### config.mk
export PLATFORM = sky130hd
export DESIGN_NAME = tsps_control
export DESIGN_NICKNAME = d
export VERILOG_FILES = /design/src/hw/rtl/tsps_pkg.sv /design/src/hw/rtl/tsps_control.sv
export SDC_FILE = /design/constraint.sdc
export NUM_CORES = 1
export LEC_CHECK = 0
export ABC_AREA = 1
export BUFFER_PORTS_ARGS = -buffer_cell sky130_fd_sc_hd__buf_2
export CAP_MARGIN = 20
export CORE_ASPECT_RATIO = 0.75
export CORE_MARGIN = 10
export CORE_UTILIZATION = 50
export DETAILED_ROUTE_END_ITERATION = 7
export PLACE_DENSITY = 0.68
export SYNTH_ARGS = -nofsm -noshare
export SYNTH_HDL_FRONTEND = slang
export SYNTH_SLANG_ARGS = --single-unit
### constraint.sdc
create_clock -name i_clk -period 5 [get_ports i_clk]
set_clock_uncertainty 0.05 [all_clocks]
set_input_delay 0.75 -clock i_clk [delete_from_list [all_inputs] [get_ports i_clk]]
set_output_delay 0.75 -clock i_clk [all_outputs]
set_load 0.01 [all_outputs]
### src/hw/rtl/tsps_pkg.sv
`timescale 1ns / 1ps
// ----------------------------------------------------------------------------
// Solver package
// Shared types, command codes and register indexes for the line solver.
// ----------------------------------------------------------------------------
package tsps_pkg;

    localparam int GRID_POINTS_DEF   = 256;
    localparam int FRACTION_BITS_DEF = 16;
    localparam int IDX_W             = 8;
    localparam int DATA_W            = 32;
    localparam int CFG_IDX_W         = 2;

    // Command codes.
    localparam logic [1:0] CMD_LOAD  = 2'd0;
    localparam logic [1:0] CMD_SOLVE = 2'd1;
    localparam logic [1:0] CMD_READ  = 2'd2;

    // Register indexes.
    localparam logic [CFG_IDX_W-1:0] REG_MODE  = 2'd0;
    localparam logic [CFG_IDX_W-1:0] REG_SCALE = 2'd1;
    localparam logic [CFG_IDX_W-1:0] REG_EDGE  = 2'd2;
    localparam logic [CFG_IDX_W-1:0] REG_INNER = 2'd3;

    // Status codes.
    localparam logic [1:0] ST_OK   = 2'd0;
    localparam logic [1:0] ST_ZERO = 2'd1;
    localparam logic [1:0] ST_SAT  = 2'd2;

    // Datapath operations issued by the controller.
    typedef enum logic [3:0] {
        OP_NONE,
        OP_LOAD,
        OP_READ,
        OP_INIT,
        OP_FWD,
        OP_BACK,
        OP_POST
    } t_op;

    typedef struct packed {
        t_op         op;
        logic [12:0] j;
        logic        start;
    } t_cmd;

    typedef struct packed {
        logic done;
    } t_stat;

    // Saturate a 66-bit value to 32 bits.
    function automatic logic [32:0] sat32(input logic signed [65:0] v);
        logic [32:0] r;
        if (v > 66'sd2147483647) begin
            r = {1'b1, 32'h7fffffff};
        end else if (v < -66'sd2147483648) begin
            r = {1'b1, 32'h80000000};
        end else begin
            r = {1'b0, v[31:0]};
        end
        return r;
    endfunction

endpackage

### src/hw/rtl/tsps_control.sv
`timescale 1ns / 1ps
// ----------------------------------------------------------------------------
// Solver controller
// Accepts command words, sequences the solve over the grid and holds the
// result word until it is taken.
// ----------------------------------------------------------------------------
module tsps_control #(
    parameter int GRID_POINTS = tsps_pkg::GRID_POINTS_DEF
) (
    input  logic             i_clk,
    input  logic             i_rst_n,
    input  logic             i_valid,
    output logic             o_ready,
    input  logic [1:0]       i_code,
    output tsps_pkg::t_cmd   o_cmd,
    input  tsps_pkg::t_stat  i_stat,
    output logic             o_valid,
    input  logic             i_ready
);
    import tsps_pkg::*;

    typedef enum logic [2:0] {S_IDLE, S_SIMPLE, S_INIT, S_FWD, S_BACK, S_POST, S_OUT}
        t_state;
    t_state      r_state;
    logic [12:0] r_j;

    assign o_ready = (r_state == S_IDLE) && !o_valid;

    always_ff @(posedge i_clk) begin
        if (!i_rst_n) begin
            r_state <= S_IDLE; o_valid <= 1'b0; r_j <= '0;
            o_cmd <= '{op: OP_NONE, j: '0, start: 1'b0};
        end else begin
            o_cmd.start <= 1'b0;
            if (o_valid && i_ready) o_valid <= 1'b0;
            unique case (r_state)
                S_IDLE: if (i_valid && o_ready) begin
                    o_cmd.start <= 1'b1; o_cmd.j <= '0;
                    unique case (i_code)
                        CMD_LOAD:  begin o_cmd.op <= OP_LOAD; r_state <= S_SIMPLE; end
                        CMD_READ:  begin o_cmd.op <= OP_READ; r_state <= S_SIMPLE; end
                        CMD_SOLVE: begin o_cmd.op <= OP_INIT; r_state <= S_INIT; end
                        default:   begin o_cmd.op <= OP_NONE; r_state <= S_SIMPLE; end
                    endcase
                end
                S_SIMPLE: if (i_stat.done) r_state <= S_OUT;
                S_INIT: if (i_stat.done) begin
                    r_j <= 13'd1; o_cmd.op <= OP_FWD; o_cmd.j <= 13'd1;
                    o_cmd.start <= 1'b1; r_state <= S_FWD;
                end
                S_FWD: if (i_stat.done) begin
                    if (r_j == 13'(GRID_POINTS - 1)) begin
                        o_cmd.op <= OP_BACK; o_cmd.j <= 13'(GRID_POINTS - 2);
                        r_j <= 13'(GRID_POINTS - 2); r_state <= S_BACK;
                    end else begin
                        o_cmd.j <= r_j + 1'b1; r_j <= r_j + 1'b1;
                    end
                    o_cmd.start <= 1'b1;
                end
                S_BACK: if (i_stat.done) begin
                    if (r_j == '0) begin
                        o_cmd.op <= OP_POST; r_state <= S_POST;
                        o_cmd.j <= '0;
                    end else begin
                        o_cmd.j <= r_j - 1'b1; r_j <= r_j - 1'b1;
                    end
                    o_cmd.start <= 1'b1;
                end
                S_POST: if (i_stat.done) begin
                    if (r_j == 13'(GRID_POINTS - 1)) begin
                        r_state <= S_OUT;
                    end else begin
                        o_cmd.j <= r_j + 1'b1; r_j <= r_j + 1'b1;
                        o_cmd.start <= 1'b1;
                    end
                end
                default: begin
                    o_valid <= 1'b1; r_state <= S_IDLE;
                end
            endcase
        end
    end
endmodule

== Yosys cells after proc, flatten, opt, wreduce, memory -nomap -nowiden ==
Index checks and enable logic that the tools add are counted.
Cells by class
  $add $sub $neg: 2
  magnitude comparators: 0
  divide/modulo/power cells: 0
  shift-type cells: 0
  $mul: 0
  bitwise operators: 0
  reduce and logical (&&, ||, !) cells: 15
  muxes and demuxes: 33
  eq/ne operators: 20
Operator list (number)
  $mux 13: 8
  $mux 18: 4
  $pmux 14 s5: 1
  $pmux 13 s4: 1
  $mux 14: 2
  $mux 3: 9
  $reduce_and 7->1: 3
  $ne 2x2->1 const B: 10
  $pmux 3 s6: 1
  $pmux 4 s4: 1
  $add 13x1->13 const B: 1
  $eq 13x8->1 const B: 1
  $logic_not 13->1: 1
  $sub 13x1->13 const B: 1
  $reduce_and 9->1: 1
  $mux 4: 2
  $reduce_bool 4->1: 2
  $eq 3x2->1 const B: 2
  $eq 3x3->1 const B: 2
  $pmux 2 s3: 1
  $reduce_or 6->1: 1
  $reduce_bool 5->1: 1
  $ne 2x1->1 const B: 2
  $eq 3x1->1 const B: 1
  other kinds (8): 11
Word-level totals
  bits in registers: 35
  bits in latches: 0
  memory bits (read-only): 0
  output and inout port bits: 20
  word-level logic and storage cells: 76
  RAM bits: 0
  memories: 0

== Longest topological paths before layout ==
  word-level depth: 5
  gate-level depth with buffers: 12
  gate-level depth less buffers: 11

== Least setup slack after synthesis ==
No wires, ideal clock.
  kind: input -> register
  from: input i_stat
  to: register r_j[0]
  path slack: 3187 ps
  data arrival time: 1633 ps
  cell stages on the path: 9
  path through: clkbuf_8 > inv_1 > nor2_2 > inv_1 > nand3_2 > nand2_2 > buf_6 > a21oi_2 > nor2_1
Between the ends
  longest elaborated chain between the ends: 2
  elaborated cells between the ends (all ways): 5
  classes of those cells: eq/ne: 4; reduce/logical: 1
RTL lines
  from (decl): line tsps_control.sv:16  | input tsps_pkg::t_stat i_stat,
  $ne 2x2->1 (no line)
  $reduce_and 7->1 (no line) *
  to (signal assigned): line tsps_control.sv:56  | o_cmd.j <= r_j + 1'b1; r_j <= r_j + 1'b1;
  to (signal assigned): line tsps_control.sv:65  | o_cmd.j <= r_j - 1'b1; r_j <= r_j - 1'b1;
  to (signal assigned): line tsps_control.sv:73  | o_cmd.j <= r_j + 1'b1; r_j <= r_j + 1'b1;
  to (decl): line tsps_control.sv:25  | logic [12:0] r_j;
Mark *: on every way between the ends. The rest lies on a longest branch, timed or not.
A chain may end at the register's enable or synchronous reset.

== Worst setup path after layout ==
  from: register r_j[1]
  to: register o_cmd[2] (netlist name)
Between the ends
  longest elaborated chain between the ends: 4
  elaborated cells between the ends (all ways): 13
  classes of those cells: add/sub: 2; eq/ne: 2; mux: 7; reduce/logical: 2
RTL lines
  $add 13x1->13 (tied with other cells): line tsps_control.sv:56, tsps_control.sv:73
  $mux 14 (tied with other cells): line tsps_control.sv:70  | if (r_j == 13'(GRID_POINTS - 1)) begin
  $mux 14 (tied with other cells): line tsps_control.sv:69  | S_POST: if (i_stat.done) begin
  $pmux 14 s5: line tsps_control.sv:36  | unique case (r_state)
  to (signal assigned): line tsps_control.sv:32  | o_cmd <= '{op: OP_NONE, j: '0, start: 1'b0};
  to (decl): line tsps_control.sv:15  | output tsps_pkg::t_cmd o_cmd,
Parallel ways exist; a longest one is shown, timed or not. The select of a mux whose other input is x is not followed.

==> run_summary.xml <==
<?xml version="1.0" encoding="UTF-8"?>
<metrics>
  <group name="timing">
    <metric name="period_minus_slack" unit="ns">2.15</metric>
    <metric name="fin_setup_tns" unit="ns">0</metric>
    <metric name="fin_hold_ws" unit="ns">0.413</metric>
    <metric name="hold_violations" unit="">0</metric>
    <metric name="report.final.setup_viol" unit="">0</metric>
    <metric name="final_min_period_over_clock_period" unit="%">43.0</metric>
    <metric name="headroom_to_the_max_slew_limit" unit="%">63.4</metric>
    <metric name="setup_slack" unit="ns">2.85</metric>
    <metric name="timing.fmax" unit="MHz">465</metric>
    <metric name="drv_slew" unit="">0</metric>
    <metric name="tightest_slew" unit="ns">0.548</metric>
    <metric name="rsz0062_at_grt" unit="">false</metric>
  </group>
  <group name="cts">
    <metric name="cts_num_sinks" unit="">34</metric>
    <metric name="count_of_buffers_added_by_post_cts_timing_repair_for_setup" unit="">0</metric>
    <metric name="worst_setup_hold_path_clk_slew" unit="ns">0.07</metric>
    <metric name="clock_tree.root_cell" unit="">sky130_fd_sc_hd__clkbuf_8</metric>
    <metric name="cts_buffer_depth" unit="">2</metric>
    <metric name="cts_buffers" unit="">5</metric>
    <metric name="cts_tree" unit="">yes</metric>
    <metric name="depth_of_the_cts_h_tree" unit="">2</metric>
    <metric name="cts_hold_buffers" unit="">0</metric>
    <metric name="cts_resized" unit="">0</metric>
    <metric name="worst_skew_pair.late_latency" unit="ns">0.29</metric>
  </group>
  <group name="yosys">
    <metric name="mappedNetlistArea" unit="mm2">0.00250</metric>
    <metric name="synth-seq-area-share" unit="%">27.2</metric>
    <metric name="proportion_of_synthesized_flip_flops_having_asynchronous_set_or_reset" unit="%">0</metric>
    <metric name="synth_top_family_by_area" unit="">simple AND/OR/NAND/NOR gates</metric>
    <metric name="yosys-mux-area-fraction" unit="%">0</metric>
    <metric name="postSynth.topFlopCell" unit="">sky130_fd_sc_hd__dfxtp_1</metric>
    <metric name="postSynthCellCount" unit="">399</metric>
    <metric name="synth_area_in_compound_gates" unit="%">11.8</metric>
    <metric name="synth.top_cells.by_area" unit="">sky130_fd_sc_hd__dfxtp_1 27%, sky130_fd_sc_hd__nand2_1 19%, sky130_fd_sc_hd__nor2_1 8.7%</metric>
    <metric name="netlist_top_cells_count" unit="">126 x sky130_fd_sc_hd__nand2_1, 58 x sky130_fd_sc_hd__nor2_1, 34 x sky130_fd_sc_hd__dfxtp_1, 34 x sky130_fd_sc_hd__inv_1, 28 x sky130_fd_sc_hd__a21oi_1</metric>
    <metric name="ys.warnings.count" unit="">0</metric>
    <metric name="synth-xor-area-share" unit="%">2.10</metric>
    <metric name="synth_enable_flop_cells" unit="">0</metric>
    <metric name="syn_area_per_cell" unit="um2">6.26</metric>
    <metric name="synth_fp_nets" unit="">411</metric>
    <metric name="post-synth-top-count-cell" unit="">sky130_fd_sc_hd__nand2_1</metric>
    <metric name="synthAdderAreaFrac" unit="%">2.50</metric>
    <metric name="synth_top_area_cell" unit="">sky130_fd_sc_hd__dfxtp_1</metric>
    <metric name="netlist-cell-type-count" unit="">32</metric>
    <metric name="synth_simple_gate_area_share" unit="%">45.6</metric>
    <metric name="netlist.area_leader.share" unit="%">27.2</metric>
    <metric name="yosys_register_bits" unit="">34</metric>
  </group>
  <group name="global_routing">
    <metric name="grt_pass1_vias" unit="">2164</metric>
    <metric name="wire_length_of_the_first_global_routing_pass" unit="um">10600</metric>
    <metric name="grt_start_max_net_pins" unit="">29</metric>
    <metric name="globalRouteOverflowTotal" unit="">0</metric>
    <metric name="antenna_found_initial" unit="">0</metric>
    <metric name="global_route_total_usage_across_every_layer" unit="%">16.2</metric>
  </group>
  <group name="route">
    <metric name="firstDrtPassIters" unit="">5</metric>
    <metric name="wire_per_inst" unit="um">13.6</metric>
    <metric name="wirelength" unit="um">6510</metric>
    <metric name="route.vias.total" unit="">2505</metric>
    <metric name="drtAntennaViolNets" unit="">0</metric>
    <metric name="drcViolationCount" unit="">0</metric>
    <metric name="dr.first_iter.drc_count" unit="">184</metric>
    <metric name="viasPerCell" unit="">5.22</metric>
  </group>
  <group name="floorplan">
    <metric name="initial_utilization" unit="%">51.3</metric>
    <metric name="floorplan.rows" unit="">22</metric>
    <metric name="floorplan.io_pins" unit="">27</metric>
    <metric name="die_ar" unit="mm2">0.00825</metric>
    <metric name="die_width" unit="um">102</metric>
    <metric name="design.core.area" unit="mm2">0.00487</metric>
    <metric name="die_h" unit="um">81.2</metric>
  </group>
  <group name="run">
    <metric name="max-cap-violations" unit="">0</metric>
  </group>
  <group name="placement">
    <metric name="postPlaceCellArea" unit="mm2">0.00259</metric>
    <metric name="place_inst" unit="">472</metric>
    <metric name="finalWeightedCongestion" unit="">0.942</metric>
    <metric name="port-buffer-count" unit="">25</metric>
    <metric name="pre_cts_ws" unit="ns">2.86</metric>
    <metric name="place.detailed.hpwl" unit="um">5010</metric>
  </group>
  <group name="layout">
    <metric name="flow.area_growth_from_synthesis" unit="%">9.11</metric>
    <metric name="final-instance-count-excl-fill" unit="">480</metric>
    <metric name="layout-drive-gt1-share" unit="%">19.3</metric>
    <metric name="finish.net_count" unit="">431</metric>
    <metric name="postLayoutCoreUtil" unit="%">56.0</metric>
    <metric name="insertedDiodeCount" unit="">0</metric>
    <metric name="finalInstanceArea" unit="mm2">0.00273</metric>
  </group>
  <group name="worst_setup_path">
    <metric name="setup.worst_path.end_class" unit="">register</metric>
    <metric name="timing.critical_path.required" unit="ns">5.11</metric>
    <metric name="crit_path_max_incr_delay" unit="ns">0.42</metric>
    <metric name="critPathLaunchType" unit="">register</metric>
    <metric name="worstPathCellList" unit="">ha_1, nand2_1, nor2_1, nand2_1, nor2_2, nor2_1, nand2_1, o21ai_0, nor2_1, a21oi_1</metric>
    <metric name="path_class" unit="">reg -&gt; reg</metric>
    <metric name="critical-path-slowest-cell" unit="">sky130_fd_sc_hd__dfxtp_1</metric>
    <metric name="cp_max_fo" unit="">5</metric>
    <metric name="cp.arrival" unit="ns">2.26</metric>
  </group>
  <group name="pwr">
    <metric name="ir_drop" unit="mV">0.287</metric>
    <metric name="total_power" unit="mW">1.40</metric>
    <metric name="power_leakage" unit="nW">1.35</metric>
    <metric name="power-per-cell-area" unit="mW/mm2">513</metric>
  </group>
  <group name="run_status">
    <metric name="outcome" unit="">finished clean</metric>
  </group>
  <group name="hold_path">
    <metric name="holdCritPathClass" unit="">reg -&gt; reg</metric>
  </group>
</metrics>
-- kinds of logic (layout without fill, tap and decap cells) --
kind of cell,count (synthesis),in the layout
flip-flops,34,34
other,1,1
buffers and inverters,53,74
AO/OA/AOI/OAI,52,52
adder cells (fa/ha/maj),5,5
AND/OR/NAND/NOR,248,248
XOR/XNOR,6,6
-- worst max-delay path, delay by kind of cell, from the launching register on --
family	cells	cell delay [ns]
compound gates	2	0.18
fa+ha+maj	1	0.26
flops	1	0.42
simple gates	7	1.11
-- final cells by class --
| cell class | instances | area (um2) |
|---|---|---|
| sequential | 34 | 681 |
| inverter | 41 | 154 |
| tap | 60 | 75.1 |
| multi-input combinational | 312 | 1550 |
| clock buffer | 5 | 68.8 |
| clock inverter | 3 | 68.8 |
| fill | 504 | 2150 |
| timing repair buffer | 25 | 125 |
-- flip-flops by register name (all words and copies together), names as in the netlist --
| register | cells |
|---|---|
| o_cmd | 17 |
| r_state | 3 |
| o_valid | 1 |
| r_j | 13 |
-- report_power, final --
part / leakage (nW) / total (mW) / internal [mW] / switching (mW)
Clock: 0.0683 / 0.310 / 0.200 / 0.110
Combinational: 1.01 / 0.701 / 0.232 / 0.469
Sequential: 0.276 / 0.387 / 0.324 / 0.0634
-- routing by layer --
metal / global-route usage (%) / wire length, um / vias to the layer above
li1: - / - / 1291
met1: 23.3 / 3330 / 1122
met2: 22.9 / 2650 / 83
met3: 4.07 / 457 / 9
met4: 4.84 / 83 / 0
met5: 0 / 0 / -
-- placed cells by master, fill, tap and decap left out --
cell type and count:
sky130_fd_sc_hd__ha_1 5, sky130_fd_sc_hd__xor2_1 4, sky130_fd_sc_hd__o21a_1 1, sky130_fd_sc_hd__buf_2 25
sky130_fd_sc_hd__o22ai_1 1, sky130_fd_sc_hd__inv_1 34, sky130_fd_sc_hd__xnor2_1 2, sky130_fd_sc_hd__o211ai_1 2
sky130_fd_sc_hd__nor2_2 7, sky130_fd_sc_hd__a31oi_1 1, sky130_fd_sc_hd__nor3_1 2, sky130_fd_sc_hd__bufinv_16 2
sky130_fd_sc_hd__nand2_4 6, sky130_fd_sc_hd__nand4_1 4, sky130_fd_sc_hd__nand2_2 11, sky130_fd_sc_hd__conb_1 1
sky130_fd_sc_hd__dfxtp_1 34, sky130_fd_sc_hd__clkbuf_8 5, sky130_fd_sc_hd__nand3_1 23, sky130_fd_sc_hd__nor2_1 58
sky130_fd_sc_hd__clkinv_4 1, sky130_fd_sc_hd__inv_2 7, sky130_fd_sc_hd__a21oi_1 28, sky130_fd_sc_hd__nand2_1 126
sky130_fd_sc_hd__a21oi_2 6, sky130_fd_sc_hd__nor2_4 7, sky130_fd_sc_hd__nand3_2 4, sky130_fd_sc_hd__o21ai_0 12
sky130_fd_sc_hd__a21boi_1 1
-- path summary, 6_finish.rpt --
| path | from | endpoint | slack (ns) | cells past startpoint |
|---|---|---|---|---|
| worst max register to register | r_j[1] | o_cmd[2] | 2.85 | 10 |
| worst min-delay path | o_cmd[6] | o_cmd[6] | 0.41 | 2 |
| worst max-delay path | r_j[1] | o_cmd[2] | 2.85 | 10 |
| worst min register to register | o_cmd[6] | o_cmd[6] | 0.41 | 2 |
(Power assumes the default switching activity.)
